[src/rtl/tlvf_pkg.sv]
package tlvf_pkg;

   // Largest buffer the parser accepts; longer remaining counts are clamped to it
   localparam logic [32:0] MaxBufferBytes = 33'd65536;

   // Highest legal code and size byte
   localparam logic [7:0] CodeLimit = 8'd127;

   // Saturation point of the running total
   localparam logic [16:0] TotalMax = 17'h1FFFF;

   // Packed port widths
   localparam int ReqDataWidth = 32;
   localparam int RspDataWidth = 32;

   typedef enum logic [2:0] {
      StOk            = 3'd0,
      StBadCode       = 3'd1,
      StEndAfterCode  = 3'd2,
      StBadSize       = 3'd3,
      StTruncated     = 3'd4
   } status_type;

   typedef struct packed {
      logic [7:0]  data_byte;
      logic [16:0] bytes_left;
   } item_type;

   typedef struct packed {
      logic        value_valid;
      logic [7:0]  value_byte;
      logic        done_res;
      status_type  status;
      logic [16:0] total_size;
   } result_type;

endpackage

[src/rtl/tlvf_parse_core.sv]
module tlvf_parse_core (
   input  logic                 clock,
   input  logic                 reset,
   input  logic                 advance,
   input  tlvf_pkg::item_type   item,
   input  logic [6:0]           code_of_interest,
   output tlvf_pkg::result_type result
);

   typedef enum logic [1:0] {
      PhCode  = 2'd0,
      PhSize  = 2'd1,
      PhValue = 2'd2
   } phase_type;

   phase_type            phase_ff, phase_in;
   logic [6:0]           value_remaining_ff, value_remaining_in;
   logic                 record_matches_ff, record_matches_in;
   logic [16:0]          matched_total_ff, matched_total_in;
   tlvf_pkg::status_type error_status_ff, error_status_in;
   logic [6:0]           pending_code_ff, pending_code_in;

   logic [32:0] left_wide;
   logic [32:0] left_c;
   logic        final_byte;
   logic [7:0]  b;
   logic [17:0] total_sum;
   logic [6:0]  rem_dec;
   logic        size_too_long;

   // Clamp the remaining count and spot the final byte
   always_comb begin
      b          = item.data_byte;
      left_wide  = {16'b0, item.bytes_left};
      left_c     = (left_wide > tlvf_pkg::MaxBufferBytes) ? tlvf_pkg::MaxBufferBytes
                                                          : left_wide;
      final_byte = (left_c <= 33'd1);
      // a zero count is excluded from the size check and never flags truncation
      size_too_long = (left_c != 33'd0) && ({25'b0, b} >= left_c);
      total_sum  = {1'b0, matched_total_ff} + {10'b0, b};
      rem_dec    = (value_remaining_ff != 7'd0) ? (value_remaining_ff - 7'd1)
                                                : 7'd0;
   end

   // Parse one byte: next state and the request's result
   always_comb begin
      phase_in           = phase_ff;
      value_remaining_in = value_remaining_ff;
      record_matches_in  = record_matches_ff;
      matched_total_in   = matched_total_ff;
      error_status_in    = error_status_ff;
      pending_code_in    = pending_code_ff;
      result.value_valid = 1'b0;
      result.value_byte  = 8'd0;

      if (error_status_ff == tlvf_pkg::StOk) begin
         unique case (phase_ff)
            PhCode: begin
               if (b > tlvf_pkg::CodeLimit) begin
                  error_status_in = tlvf_pkg::StBadCode;
               end else if (final_byte) begin
                  error_status_in = tlvf_pkg::StEndAfterCode;
               end else begin
                  pending_code_in = b[6:0];
                  phase_in        = PhSize;
               end
            end
            PhSize: begin
               if (b > tlvf_pkg::CodeLimit) begin
                  error_status_in = tlvf_pkg::StBadSize;
               end else if (size_too_long) begin
                  error_status_in = tlvf_pkg::StTruncated;
               end else begin
                  record_matches_in = (pending_code_ff == code_of_interest);
                  if (pending_code_ff == code_of_interest) begin
                     matched_total_in = total_sum[17] ? tlvf_pkg::TotalMax
                                                      : total_sum[16:0];
                  end
                  value_remaining_in = b[6:0];
                  phase_in           = (b == 8'd0) ? PhCode : PhValue;
               end
            end
            PhValue: begin
               if (record_matches_ff) begin
                  result.value_valid = 1'b1;
                  result.value_byte  = b;
               end
               value_remaining_in = rem_dec;
               if (rem_dec == 7'd0) begin
                  phase_in          = PhCode;
                  record_matches_in = 1'b0;
               end else if (final_byte) begin
                  error_status_in = tlvf_pkg::StTruncated;
               end
            end
            default: begin
               phase_in = PhCode;
            end
         endcase
      end

      result.done_res   = final_byte;
      result.status     = error_status_in;
      result.total_size = (error_status_in == tlvf_pkg::StOk) ? matched_total_in : 17'd0;
   end

   // Hold parser state; the final byte of a buffer returns it to the start
   always_ff @(posedge clock) begin
      if (reset || (advance && final_byte)) begin
         phase_ff           <= PhCode;
         value_remaining_ff <= 7'd0;
         record_matches_ff  <= 1'b0;
         matched_total_ff   <= 17'd0;
         error_status_ff    <= tlvf_pkg::StOk;
         pending_code_ff    <= 7'd0;
      end else if (advance) begin
         phase_ff           <= phase_in;
         value_remaining_ff <= value_remaining_in;
         record_matches_ff  <= record_matches_in;
         matched_total_ff   <= matched_total_in;
         error_status_ff    <= error_status_in;
         pending_code_ff    <= pending_code_in;
      end
   end

endmodule

[src/rtl/tlv_record_filter_unit.sv]
// Type-length-value record filter. Each request carries one buffer byte and
// the count of buffer bytes still to come (including it); each request gives
// exactly one response with the extracted value byte (flagged in tuser), the
// error status and the running total of matching record sizes, with tlast on
// the final byte of the buffer. One request is taken every clock cycle while
// the response is not stalled; an accepted request moves from the input register
// through one parse pass into the response register when it has room, and the
// parser state is updated in that same single pass. A stalled response does
// not stop one further request from being taken into the input register.
module tlv_record_filter_unit (
   input  logic                              clock,
   input  logic                              reset,
   // request stream
   input  logic                              req_tvalid,
   output logic                              req_tready,
   // [7:0] data_byte, [24:8] bytes_left, [31:25] zero
   input  logic [tlvf_pkg::ReqDataWidth-1:0] req_tdata,
   // response stream
   output logic                              rsp_tvalid,
   input  logic                              rsp_tready,
   // [7:0] value_byte, [10:8] status, [27:11] total_size, [31:28] zero
   output logic [tlvf_pkg::RspDataWidth-1:0] rsp_tdata,
   // [0] value_valid
   output logic                              rsp_tuser,
   // done_res
   output logic                              rsp_tlast,
   // code_of_interest register
   input  logic                              csr_wr_en,
   input  logic [6:0]                        csr_wr_data
);

   logic                 in_valid_ff, in_valid_in;
   tlvf_pkg::item_type   in_item_ff;
   logic                 out_valid_ff, out_valid_in;
   tlvf_pkg::result_type out_res_ff;
   tlvf_pkg::result_type parse_res;
   logic [6:0]           code_ff;
   logic                 advance;
   logic                 req_take;

   // Move the held request into the response register when it has room
   assign advance    = in_valid_ff && (!out_valid_ff || rsp_tready);
   assign req_tready = !in_valid_ff || advance;
   assign req_take   = req_tvalid && req_tready;

   always_comb begin
      in_valid_in  = req_take || (in_valid_ff && !advance);
      out_valid_in = advance || (out_valid_ff && !rsp_tready);
   end

   // Configuration register
   always_ff @(posedge clock) begin
      if (reset) begin
         code_ff <= 7'd0;
      end else if (csr_wr_en) begin
         code_ff <= csr_wr_data;
      end
   end

   // Input and response valid flags
   always_ff @(posedge clock) begin
      if (reset) begin
         in_valid_ff  <= 1'b0;
         out_valid_ff <= 1'b0;
      end else begin
         in_valid_ff  <= in_valid_in;
         out_valid_ff <= out_valid_in;
      end
   end

   // Capture request and response payloads
   always_ff @(posedge clock) begin
      if (req_take) begin
         in_item_ff.data_byte  <= req_tdata[7:0];
         in_item_ff.bytes_left <= req_tdata[24:8];
      end
      if (advance) begin
         out_res_ff <= parse_res;
      end
   end

   tlvf_parse_core u_core (
      .clock            (clock),
      .reset            (reset),
      .advance          (advance),
      .item             (in_item_ff),
      .code_of_interest (code_ff),
      .result           (parse_res)
   );

   // Pack the response
   assign rsp_tvalid = out_valid_ff;
   assign rsp_tuser  = out_res_ff.value_valid;
   assign rsp_tlast  = out_res_ff.done_res;
   assign rsp_tdata  = {4'b0, out_res_ff.total_size, out_res_ff.status,
                        out_res_ff.value_byte};

`ifndef SYNTHESIS
   // Hold a stalled response steady until it is taken
   assert property (@(posedge clock) disable iff (reset)
      rsp_tvalid && !rsp_tready |=> rsp_tvalid && $stable({rsp_tuser, rsp_tlast, rsp_tdata}))
      else $error("stalled response changed");

   // An errored response never reports a running total
   assert property (@(posedge clock) disable iff (reset)
      rsp_tvalid && (rsp_tdata[10:8] != tlvf_pkg::StOk) |-> rsp_tdata[27:11] == 17'd0)
      else $error("total reported alongside an error status");

   // A new request never lands on a held request that has not moved on
   assert property (@(posedge clock) disable iff (reset)
      req_take && in_valid_ff |-> advance)
      else $error("held request overwritten");

   // Nothing is offered straight after reset
   assert property (@(posedge clock)
      reset |=> !rsp_tvalid && !in_valid_ff)
      else $error("valid state survived reset");
`endif

endmodule
[config.mk]
export PLATFORM = sky130hd
export DESIGN_NAME = tlv_record_filter_unit
export DESIGN_NICKNAME = d
export VERILOG_FILES = /design/src/rtl/tlvf_pkg.sv /design/src/rtl/tlvf_parse_core.sv /design/src/rtl/tlv_record_filter_unit.sv
export SDC_FILE = /design/constraint.sdc
export NUM_CORES = 1
export LEC_CHECK = 0
export BUFFER_PORTS_ARGS = -buffer_cell sky130_fd_sc_hd__buf_2
export CORE_MARGIN = 2
export CORE_UTILIZATION = 57
export DETAILED_ROUTE_END_ITERATION = 6
export PLACE_DENSITY = 0.8
export SETUP_SLACK_MARGIN = 0.15
export SLEW_MARGIN = 25
export SYNTH_ARGS = -nofsm -noshare
export SYNTH_HDL_FRONTEND = slang
export SYNTH_SLANG_ARGS = --single-unit
[constraint.sdc]
create_clock -name clock -period 3.9 [get_ports clock]
set_clock_uncertainty 0.2 [all_clocks]
set_input_delay 0.39 -clock clock [delete_from_list [all_inputs] [get_ports clock]]
set_output_delay 0.39 -clock clock [all_outputs]
set_load 0.005 [all_outputs]
Word level (Yosys, flattened, before mapping). Cells that the tools add are included.

Flip-flop bits (word level): 101. Input port bits: 44. Output and inout bits: 36. Word-level logic and storage cells: 92.

Add/subtract/negate cells: 2. $lt $le $gt $ge: 4. Eq/ne operators: 8. Mux-type cells: 31. Bitwise logic cells: 2. Reductions and logical operators: 29.

Operators by type and width (number): $mux W17 (7); $ge A8 B33 Y1 (1); $le A33 B1 Y1 const B (1); $reduce_bool A33 Y1 (1); $mux W3 (7); $mux W7 (3); $add A17 B8 Y18 (1); $gt A17 B17 Y1 const B (1); $pmux W7 S2 (1); $mux W2 (6); $reduce_and A5 Y1 (2); $mux W9 (1); $pmux W3 S3 (1); $gt A8 B7 Y1 const B (1); $logic_not A8 Y1 (1); $ne A2 B2 Y1 const B (4); $eq A7 B7 Y1 (1); $logic_not A7 Y1 (1); $reduce_and A7 Y1 (1); $reduce_bool A7 Y1 (1); $sub A7 B1 Y7 const B (1); $logic_and A1 B1 Y1 (6); $logic_not A3 Y1 (2); $pmux W2 S3 (1); 13 further kinds (23).

Logic depth before layout (Yosys ltp). Gate-level depths: netlist (run 1).

Word-level depth: 9. Depth in mapped cells: 11. Gate-level depth less buffers: 10.

Hierarchy. From an unflattened synthesis (run 1), not the netlist that was laid out.

Cell total of the unflattened synthesis: 505. Area, all modules: 5240.0 µm².

By module, submodules not included: tlvf_parse_core (times used 1, cells each 412, area an instance 3205.6 µm², sequential area each 740.7 µm²); tlv_record_filter_unit (times used 1, cells each 93, area an instance 2034.5 µm², sequential area each 1831.8 µm²).

Worst setup path before layout (run 1). Ideal clock, no wire load.

Path kind: register to register. Start point: reg in_item_ff[16] (netlist bit). End point: reg out_res_ff, in the netlist rsp_tdata[20] (data pin). Arrival: 2.787 ns. Setup slack: 0.746 ns. Stages on the path, launching flop included: 11. Path buffers: 1. Cells stage by stage: edfxtp_1 > nand2b_1 > ha_1 > nor3_1 > nor2_1 > o22a_1 > o21a_1 > nor4_1 > clkbuf_1 > a21oi_1 > a211oi_1.

Longest elaborated chain between the ends: 9.

RTL lines: start: declaration (line tlv_record_filter_unit.sv:33) `tlvf_pkg::item_type in_item_ff;`; $gt A17 B17 Y1 (line tlvf_parse_core.sv:35) `left_c = (left_wide > tlvf_pkg::MaxBufferBytes) ? tlvf_pkg::MaxBufferBytes`; $mux W17 * (line tlvf_parse_core.sv:35); $ge A8 B33 Y1 or $reduce_bool A33 Y1 (tied branches) (line tlvf_parse_core.sv:39) `size_too_long = (left_c != 33'd0) && ({25'b0, b} >= left_c);`; $logic_and A1 B1 Y1 (line tlvf_parse_core.sv:39); $mux W3 (line tlvf_parse_core.sv:71) `end else if (size_too_long) begin`; $mux W3 (line tlvf_parse_core.sv:69) `if (b > tlvf_pkg::CodeLimit) begin`; $pmux W3 S3 (line tlvf_parse_core.sv:57) `unique case (phase_ff)`; $mux W3 (line tlvf_parse_core.sv:56) `if (error_status_ff == tlvf_pkg::StOk) begin`; $logic_not A3 Y1 (line tlvf_parse_core.sv:104) `result.total_size = (error_status_in == tlvf_pkg::StOk) ? matched_total_in : 17'd0;`; end signal: assignment (line tlv_record_filter_unit.sv:78) `out_res_ff <= parse_res;`; end: declaration (line tlv_record_filter_unit.sv:35) `tlvf_pkg::result_type out_res_ff;`.

Every way passes the cells marked *; elsewhere a longest branch is shown, timed or not. A chain may end at the register's enable or synchronous reset.

Worst setup path after layout (run 1).
Start point: reg u_core.value_remaining_ff[0]. End point: reg out_res_ff, in the netlist rsp_tdata[21] (data pin).

Longest elaborated chain between the ends: 7.

RTL lines: start: declaration (line tlvf_parse_core.sv:17) `logic [6:0] value_remaining_ff, value_remaining_in;`; start signal: assignment (line tlvf_parse_core.sv:118) `value_remaining_ff <= value_remaining_in;`; $sub A7 B1 Y7 or $reduce_bool A7 Y1 (tied branches) (line tlvf_parse_core.sv:41) `rem_dec = (value_remaining_ff != 7'd0) ? (value_remaining_ff - 7'd1)`; $mux W7 * (line tlvf_parse_core.sv:41); $logic_not A7 Y1 * (line tlvf_parse_core.sv:89) `if (rem_dec == 7'd0) begin`; $mux W3 * (line tlvf_parse_core.sv:89); $pmux W3 S3 * (line tlvf_parse_core.sv:57); $mux W3 * (line tlvf_parse_core.sv:56); $logic_not A3 Y1 * (line tlvf_parse_core.sv:104).

Marks and branches as above.

==> flow_summary.yaml, run 1 <==
outcome:
  outcome: "finished clean"
pwr:
  totalPowerFinal_mw: 2.01
  ir_drop_uv: 281
  leakagePower_nw: 2.32
  clkPwrFrac_pct: 30.6
  switching_share_pct: 25.6
  power_density_nw_per_um2: 339
  p_int_mw: 1.50
  power_switching_uw: 516
  pwr-share-comb_pct: 10.6
  pwr-share-seq_pct: 58.8
critical_path:
  cp-start-kind: "register"
  critPathMaxFanout: 17
  cp_cell_sequence: "inv_1 -> ha_1 -> inv_1 -> or4_1 -> o32a_1 -> o41a_1 -> a22o_1 -> a2111o_1 -> a311oi_1"
  crit_type: "register to register"
  reg2reg_to: "rsp_tdata[21]$_SDFFCE_PP0P_"
  cp_common_cell: "inv_1"
  reg2reg_slack_ns: 0.50
  arrival_ns: 3.39
  cpPeakStageDelay_ns: 0.70
  crit_path_end_kind: "register"
  cp.required_ns: 3.89
  reg2reg_depth: 9
  slowest_stage: "a2111o_1"
  r2r_start: "u_core.value_remaining_ff[0]$_SDFFE_PP0P_"
detailed_routing:
  wl_per_cell_um: 16.3
  vias: 4068
  drt_iter0_drc: 164
  wl_mm: 11.3
  first_pass_iters: 5
  route.detailed.drc: 0
  via_per_inst: 5.84
  ant_nets: 0
timing:
  max_freq_ghz: 0.294
  setup_ws_ns: 0.498
  rsz0062_at_grt: "no"
  fin_setup_tns_ns: 0
  finalCritPeriodShare_pct: 87.2
  finalSetupViolCount: 0
  relSlewSlack_pct: 53.8
  hold_viol_final: 0
  layout_min_cycle_time_ns: 3.40
  maxSlewViolCount: 0
  hold-worst-slack_ns: 0.0439
  worst_pin_slew_ns: 0.687
cells_and_area:
  final_common_cell: "buf_2"
  instances_no_fill: 696
  layout_common_cells: "buf_2 (68), nor2_1 (58), edfxtp_1 (55)"
  syn_to_final_growth_pct: 17.8
  drive_above_1_share_pct: 18.0
  layout.nets: 649
  finish.instance_area_um2: 5940
  antenna_cells: 0
  final_core_util_pct: 68.8
  fillCellCount: 660
placement:
  place_congestion: 0.904
  dp.cells: 655
  portBuffers: 68
  pre_cts_slack_ns: 0.524
  place_area_um2: 5500
  hpwl_mm: 7.82
yosys:
  synth.area.top_cells: "edfxtp_1 (33%), dfxtp_1 (18%), ha_1 (5.2%), nor2_1 (4.3%), mux2i_1 (4.2%)"
  synth-edff-count: 55
  yosysUniqueCellTypes: 62
  ys_ff_latch: 101
  syn_inst: 489
  seq_area_frac_synth_pct: 51.0
  async_reset_ff_share_pct: 0
  synthFlopType: "edfxtp_1"
  yosys.area.top_type: "edfxtp_1"
  syn_area_um2: 5040
  synth_area_per_cell_um2: 10.3
  synth.top_cell.area_share_pct: 32.7
  yosys_warnings: 0
min_path:
  hold_path_end: "in_valid_ff$_SDFF_PP0_"
  hp-class: "input pin to register"
  min_from: "req_tvalid"
  worstHoldPathCells: 3
clock_network:
  cts_buffers: 9
  cts_buffer_depth: 2
  htreeDepth: 3
  postCtsResizedCells: 0
  cts.sinks: 101
  cts_tree: "done"
  postCtsSetupBuffers: 0
  clkTransAtPathRegs_ns: 0.10
  root_buffer: "clkbuf_8"
  insertion_delay_ns: 0.37
die:
  dieHeight_um: 98.1
  die-area_um2: 9620
  io_pins: 80
  initial_utilization_pct: 58.4
  core_um2: 8640
  placementRows: 34
  die_width_um: 98.1
global_routing:
  grt_overflow: 0
  grt_use_total_pct: 24.5
  grt_start_max_net_pins: 32
  grt_pass1_wl_mm: 19.0
  grt_pass1_vias: 4013
  antenna_found_initial: 0
run:
  drv_cap: 0
## cell type report
class,instances,area [µm²],area share (%)
flip-flops and latches,101,2570,43.3
multi-input cells,351,2320,39.1
repair buffers,103,666,11.2
well taps,108,135,2.28
clock buffers,9,124,2.09
inverters,17,63.8,1.07
clock inverters,7,57.6,0.969
## logic make-up (layout without fill, tap and decap cells)
kind of cell	count (synthesis)	after routing	synth area share (%)
multiplexers	22	22	4.39
flip-flops	101	101	51.0
buffers and inverters	40	136	3.65
AO/OA/AOI/OAI	113	113	14.9
XOR/XNOR	15	15	2.60
adder cells (fa/ha/maj)	22	22	5.61
other	1	4	0.0744
AND/OR/NAND/NOR	175	175	17.7
## per-layer routing
metal / wire length (µm) / vias up / track usage (%)
li1: - / 1994 / -
met1: 4730 / 1937 / 30.8
met2: 5830 / 121 / 43.0
met3: 534 / 16 / 5.15
met4: 218 / 0 / 6.62
met5: 0 / - / 0
## power groups by stage
| stage | Sequential [mW] | Combinational (mW) | Clock (mW) |
|---|---|---|---|
| finish | 1.18 | 0.214 | 0.617 |
| global route | 1.19 | 0.237 | 0.665 |
| CTS | 1.18 | 0.210 | 0.626 |
| detailed placement | 1.21 | 0.191 | 0 |
| global placement | 1.21 | 0.184 | 0 |
| floorplan | 1.20 | 0.128 | 0 |
## worst max-delay path: cells and delay by family (launching register included)
| kind | cells | cell delay, ns |
|---|---|---|
| simple gates | 1 | 0.47 |
| flops | 1 | 0.35 |
| buf+inv | 2 | 0.16 |
| compound gates | 5 | 1.85 |
| fa+ha+maj | 1 | 0.21 |
## registers in the layout (all words and copies together) (netlist names)
register and flops:
in_item_ff 25, u_core.matched_total_ff 17, u_core.phase_ff 2, rsp_tvalid 1
in_valid_ff 1, rsp_tuser 1, u_core.pending_code_ff 7, rsp_tlast 1
u_core.record_matches_ff 1, u_core.value_remaining_ff 7, u_core.error_status_ff 3, code_ff 7
rsp_tdata 28
## Yosys cell counts (2+ instances only)
cell type and number:
buf_1 2, clkbuf_1 15, or4_1 4, a211oi_1 15, o22ai_1 3, ha_1 21
nor4_1 4, nand2_1 23, edfxtp_1 55, buf_4 4, o21ai_0 19, nor2b_1 9
a311oi_1 7, o2111ai_1 2, and3_1 8, nor2_1 58, nand4_1 9, nor3_1 14
xnor2_1 11, o32a_1 2, or2_2 2, or3_1 3, a31oi_1 4, inv_1 17
dfxtp_1 46, mux2i_1 21, o211a_1 3, o21a_1 2, a21oi_1 36, nand2b_1 11
and2_1 13, nand3_1 9, a21o_1 2, xor2_1 4, o211ai_1 3, o31ai_1 2
## worst max path at each step
stage / start / end / slack [ns] / depth (start not counted)
4_1_cts: u_core.value_remaining_ff[0]$_SDFFE_PP0P_ / rsp_tdata[21]$_SDFFCE_PP0P_ / 0.50 / 9
5_1_grt: u_core.value_remaining_ff[0]$_SDFFE_PP0P_ / rsp_tdata[21]$_SDFFCE_PP0P_ / 0.28 / 9
3_3_place_gp: u_core.value_remaining_ff[0]$_SDFFE_PP0P_ / rsp_tdata[21]$_SDFFCE_PP0P_ / 0.48 / 9
3_5_place_dp: u_core.value_remaining_ff[0]$_SDFFE_PP0P_ / rsp_tdata[21]$_SDFFCE_PP0P_ / 0.52 / 9
2_1_floorplan: in_item_ff[16]$_DFFE_PP_ / rsp_tdata[20]$_SDFFCE_PP0P_ / 0.75 / 10
6_report: u_core.value_remaining_ff[0]$_SDFFE_PP0P_ / rsp_tdata[21]$_SDFFCE_PP0P_ / 0.50 / 9
## what timing repair did
action,4_1_cts,5_1_grt
hold endpoints to repair,24,1
setup endpoints to repair,0,0
hold buffers,24,1
Note: power is estimated with default switching activity, not from simulation.
==> run 2: changes to the inputs <==
--- a/config.mk
+++ b/config.mk
@@ -10,8 +10,10 @@
 export CORE_UTILIZATION = 57
 export DETAILED_ROUTE_END_ITERATION = 6
 export PLACE_DENSITY = 0.8
+export RECOVER_POWER = 25
 export SETUP_SLACK_MARGIN = 0.15
 export SLEW_MARGIN = 25
 export SYNTH_ARGS = -nofsm -noshare
 export SYNTH_HDL_FRONTEND = slang
+export SYNTH_HIERARCHICAL = 1
 export SYNTH_SLANG_ARGS = --single-unit
==> flow_summary.yaml, run 2 <==
global_routing:
  grt_use_total_pct: 25.5
  grt_overflow: 0
  grt_pass1_vias: 4189
  grt_start_max_net_pins: 27
  grt_pass1_wl_mm: 20.1
  antenna_found_initial: 0
pwr:
  power_switching_uw: 551
  ir_drop_uv: 224
  pwr-share-seq_pct: 57.2
  leakagePower_nw: 2.51
  clkPwrFrac_pct: 30.5
  switching_share_pct: 26.5
  p_int_mw: 1.53
  pwr-share-comb_pct: 12.3
  power_density_nw_per_um2: 322
clock_network:
  cts_buffers: 9
  insertion_delay_ns: 0.38
  cts.sinks: 101
  clkTransAtPathRegs_ns: 0.11
  cts_tree: "done"
  htreeDepth: 3
  root_buffer: "clkbuf_8"
  cts_buffer_depth: 2
cells_and_area:
  layout.nets: 682
  antenna_cells: 0
  final_core_util_pct: 73.5
  instances_no_fill: 733
  finish.instance_area_um2: 6470
  largest_reg_flops: 28
  final_common_cell: "buf_2"
  drive_above_1_share_pct: 25.9
  layout_common_cells: "buf_2 (68), edfxtp_1 (55), nor2_1 (54)"
  syn_to_final_growth_pct: 23.5
critical_path:
  r2r_start: "in_item_ff[1]$_DFFE_PP_"
  crit_start: "in_item_ff[1]$_DFFE_PP_"
  crit_path_end_kind: "register"
  cp-start-kind: "register"
  arrival_ns: 3.90
  critPathMaxFanout: 6
  crit_type: "register to register"
  cp.required_ns: 3.97
timing:
  relSlewSlack_pct: 50.6
  finalCritPeriodShare_pct: 98.2
  rsz0062_at_grt: "yes"
  fin_setup_tns_ns: 0
  finalSetupViolCount: 0
  max_freq_ghz: 0.261
  maxSlewViolCount: 0
  hold_viol_final: 0
  layout_min_cycle_time_ns: 3.83
  setup_ws_ns: 0.0689
  worst_pin_slew_ns: 0.735
placement:
  dp.cells: 669
  hpwl_mm: 8.09
  place_congestion: 0.906
  portBuffers: 68
  place_area_um2: 5610
  pre_cts_slack_ns: -0.158
run:
  drv_cap: 0
yosys:
  synth-edff-count: 55
  synthFlopType: "edfxtp_1"
  synth_common_cells: "edfxtp_1 (55), nor2_1 (54), dfxtp_1 (46)"
  seq_area_frac_synth_pct: 49.1
  yosys_warnings: 6
  syn_area_um2: 5240
  synth.area.top_cells: "edfxtp_1 (32%), dfxtp_1 (18%), ha_1 (4.1%), nor2_1 (3.9%), mux2i_1 (3.2%)"
  yosys.area.top_type: "edfxtp_1"
  synth.top_cell.area_share_pct: 31.5
  synth_area_per_cell_um2: 10.4
  yosysMostFrequentCell: "edfxtp_1"
  ys_ff_latch: 101
  async_reset_ff_share_pct: 0
  syn_inst: 505
  yosysUniqueCellTypes: 65
die:
  core_um2: 8810
  dieHeight_um: 99.9
  initial_utilization_pct: 59.5
  placementRows: 34
  die-area_um2: 9980
  die_width_um: 99.9
  io_pins: 80
detailed_routing:
  wl_mm: 13.4
  drt_iter0_drc: 494
  first_pass_iters: 7
  via_per_inst: 6.21
  vias: 4549
  wl_per_cell_um: 18.3
  route.detailed.drc: 0
  ant_nets: 0
outcome:
  outcome: "finished clean"
min_path:
  min_from: "csr_wr_data[1]"
  hp-class: "input pin to register"
-- run 2: changes by cell type after synthesis, sizes merged, moves of 5 or more --
cell | previous run | this run
nor4 | 4 | 12
clkbuf | 15 | 10
buf | 8 | 16
o21ai | 19 | 25
and2 | 13 | 18
nor3 | 15 | 21
and3 | 8 | 3
-- run 2: area by class of cell --
type,count,area (µm²)
inverters,15,56.3
multi-input cells,367,2610
clock buffers,10,138
repair buffers,126,910
fillers,590,2340
flip-flops and latches,101,2570
clock inverters,6,45.0
well taps,108,135
-- run 2: worst paths after layout --
| path | to | slack [ns] | cells past startpoint |
|---|---|---|---|
| max | u_core/matched_total_ff[6]$_SDFFE_PP0P_ | 0.07 | 15 |
| min | code_ff[1]$_SDFFE_PP0P_ | 0.05 | 3 |
| max reg2reg | u_core/matched_total_ff[6]$_SDFFE_PP0P_ | 0.07 | 15 |
| min reg2reg | rsp_tvalid$_SDFF_PP0_ | 0.29 | 2 |
-- run 2: critical path, stage by stage (launching register included) --
cell and delay, ns:
edfxtp_1 0.41, or4_4 0.58, nor3_4 0.17, nand2_2 0.09
o21ai_4 0.22, nand2_2 0.10, ha_4 0.24, a211oi_4 0.27
a31oi_4 0.15, o21a_4 0.27, buf_6 0.13, buf_12 0.11
nor3b_4 0.30, clkbuf_16 0.20, mux2i_1 0.19, nor2_1 0.06
-- run 2: kinds of logic after synthesis --
logic type	count (synthesis)	share of synthesized area, %
other cells	1	0.0716
mux	17	3.25
compound gates	116	14.6
flops	101	49.1
xor+xnor	16	2.67
simple gates	195	20.9
buf+inv	41	4.99
fa+ha+maj	18	4.44
-- run 2: power by group through the flow --
stage / Combinational [mW] / Clock (mW) / Sequential [mW]
6_report: 0.256 / 0.634 / 1.19
5_1_grt: 0.276 / 0.693 / 1.19
3_3_place_gp: 0.176 / 0 / 1.21
3_5_place_dp: 0.184 / 0 / 1.21
4_1_cts: 0.216 / 0.642 / 1.19
2_1_floorplan: 0.128 / 0 / 1.21
-- run 2: per-stage QoR --
stage          hold WS [ns]  total power, mW
3_3_place_gp          0.272             1.39
5_1_grt              0.0384             2.16
4_1_cts              0.0402             2.05
3_5_place_dp          0.283             1.40
2_1_floorplan         0.259             1.33
6_report             0.0472             2.08
-- run 2: what timing repair did --
item / 4_1_cts / 5_1_grt
endpoints found under the setup margin: 39 / 41
resized for setup: 15 / 23
endpoints found under the hold margin: 25 / 0
gates cloned: 2 / 2
pin swaps: 5 / 12
setup buffers: 7 / 12
hold buffers: 25 / 0
-- run 2: metal layers --
| metal | vias to the layer above | global-route usage (%) | part of all wire (%) |
|---|---|---|---|
| met4 | 0 | 9.38 | 2.6 |
| met2 | 272 | 43.2 | 49 |
| met3 | 48 | 5.22 | 8.5 |
| met1 | 2131 | 32.4 | 40 |
| li1 | 2098 | - | - |
| met5 | - | 0 | 0 |
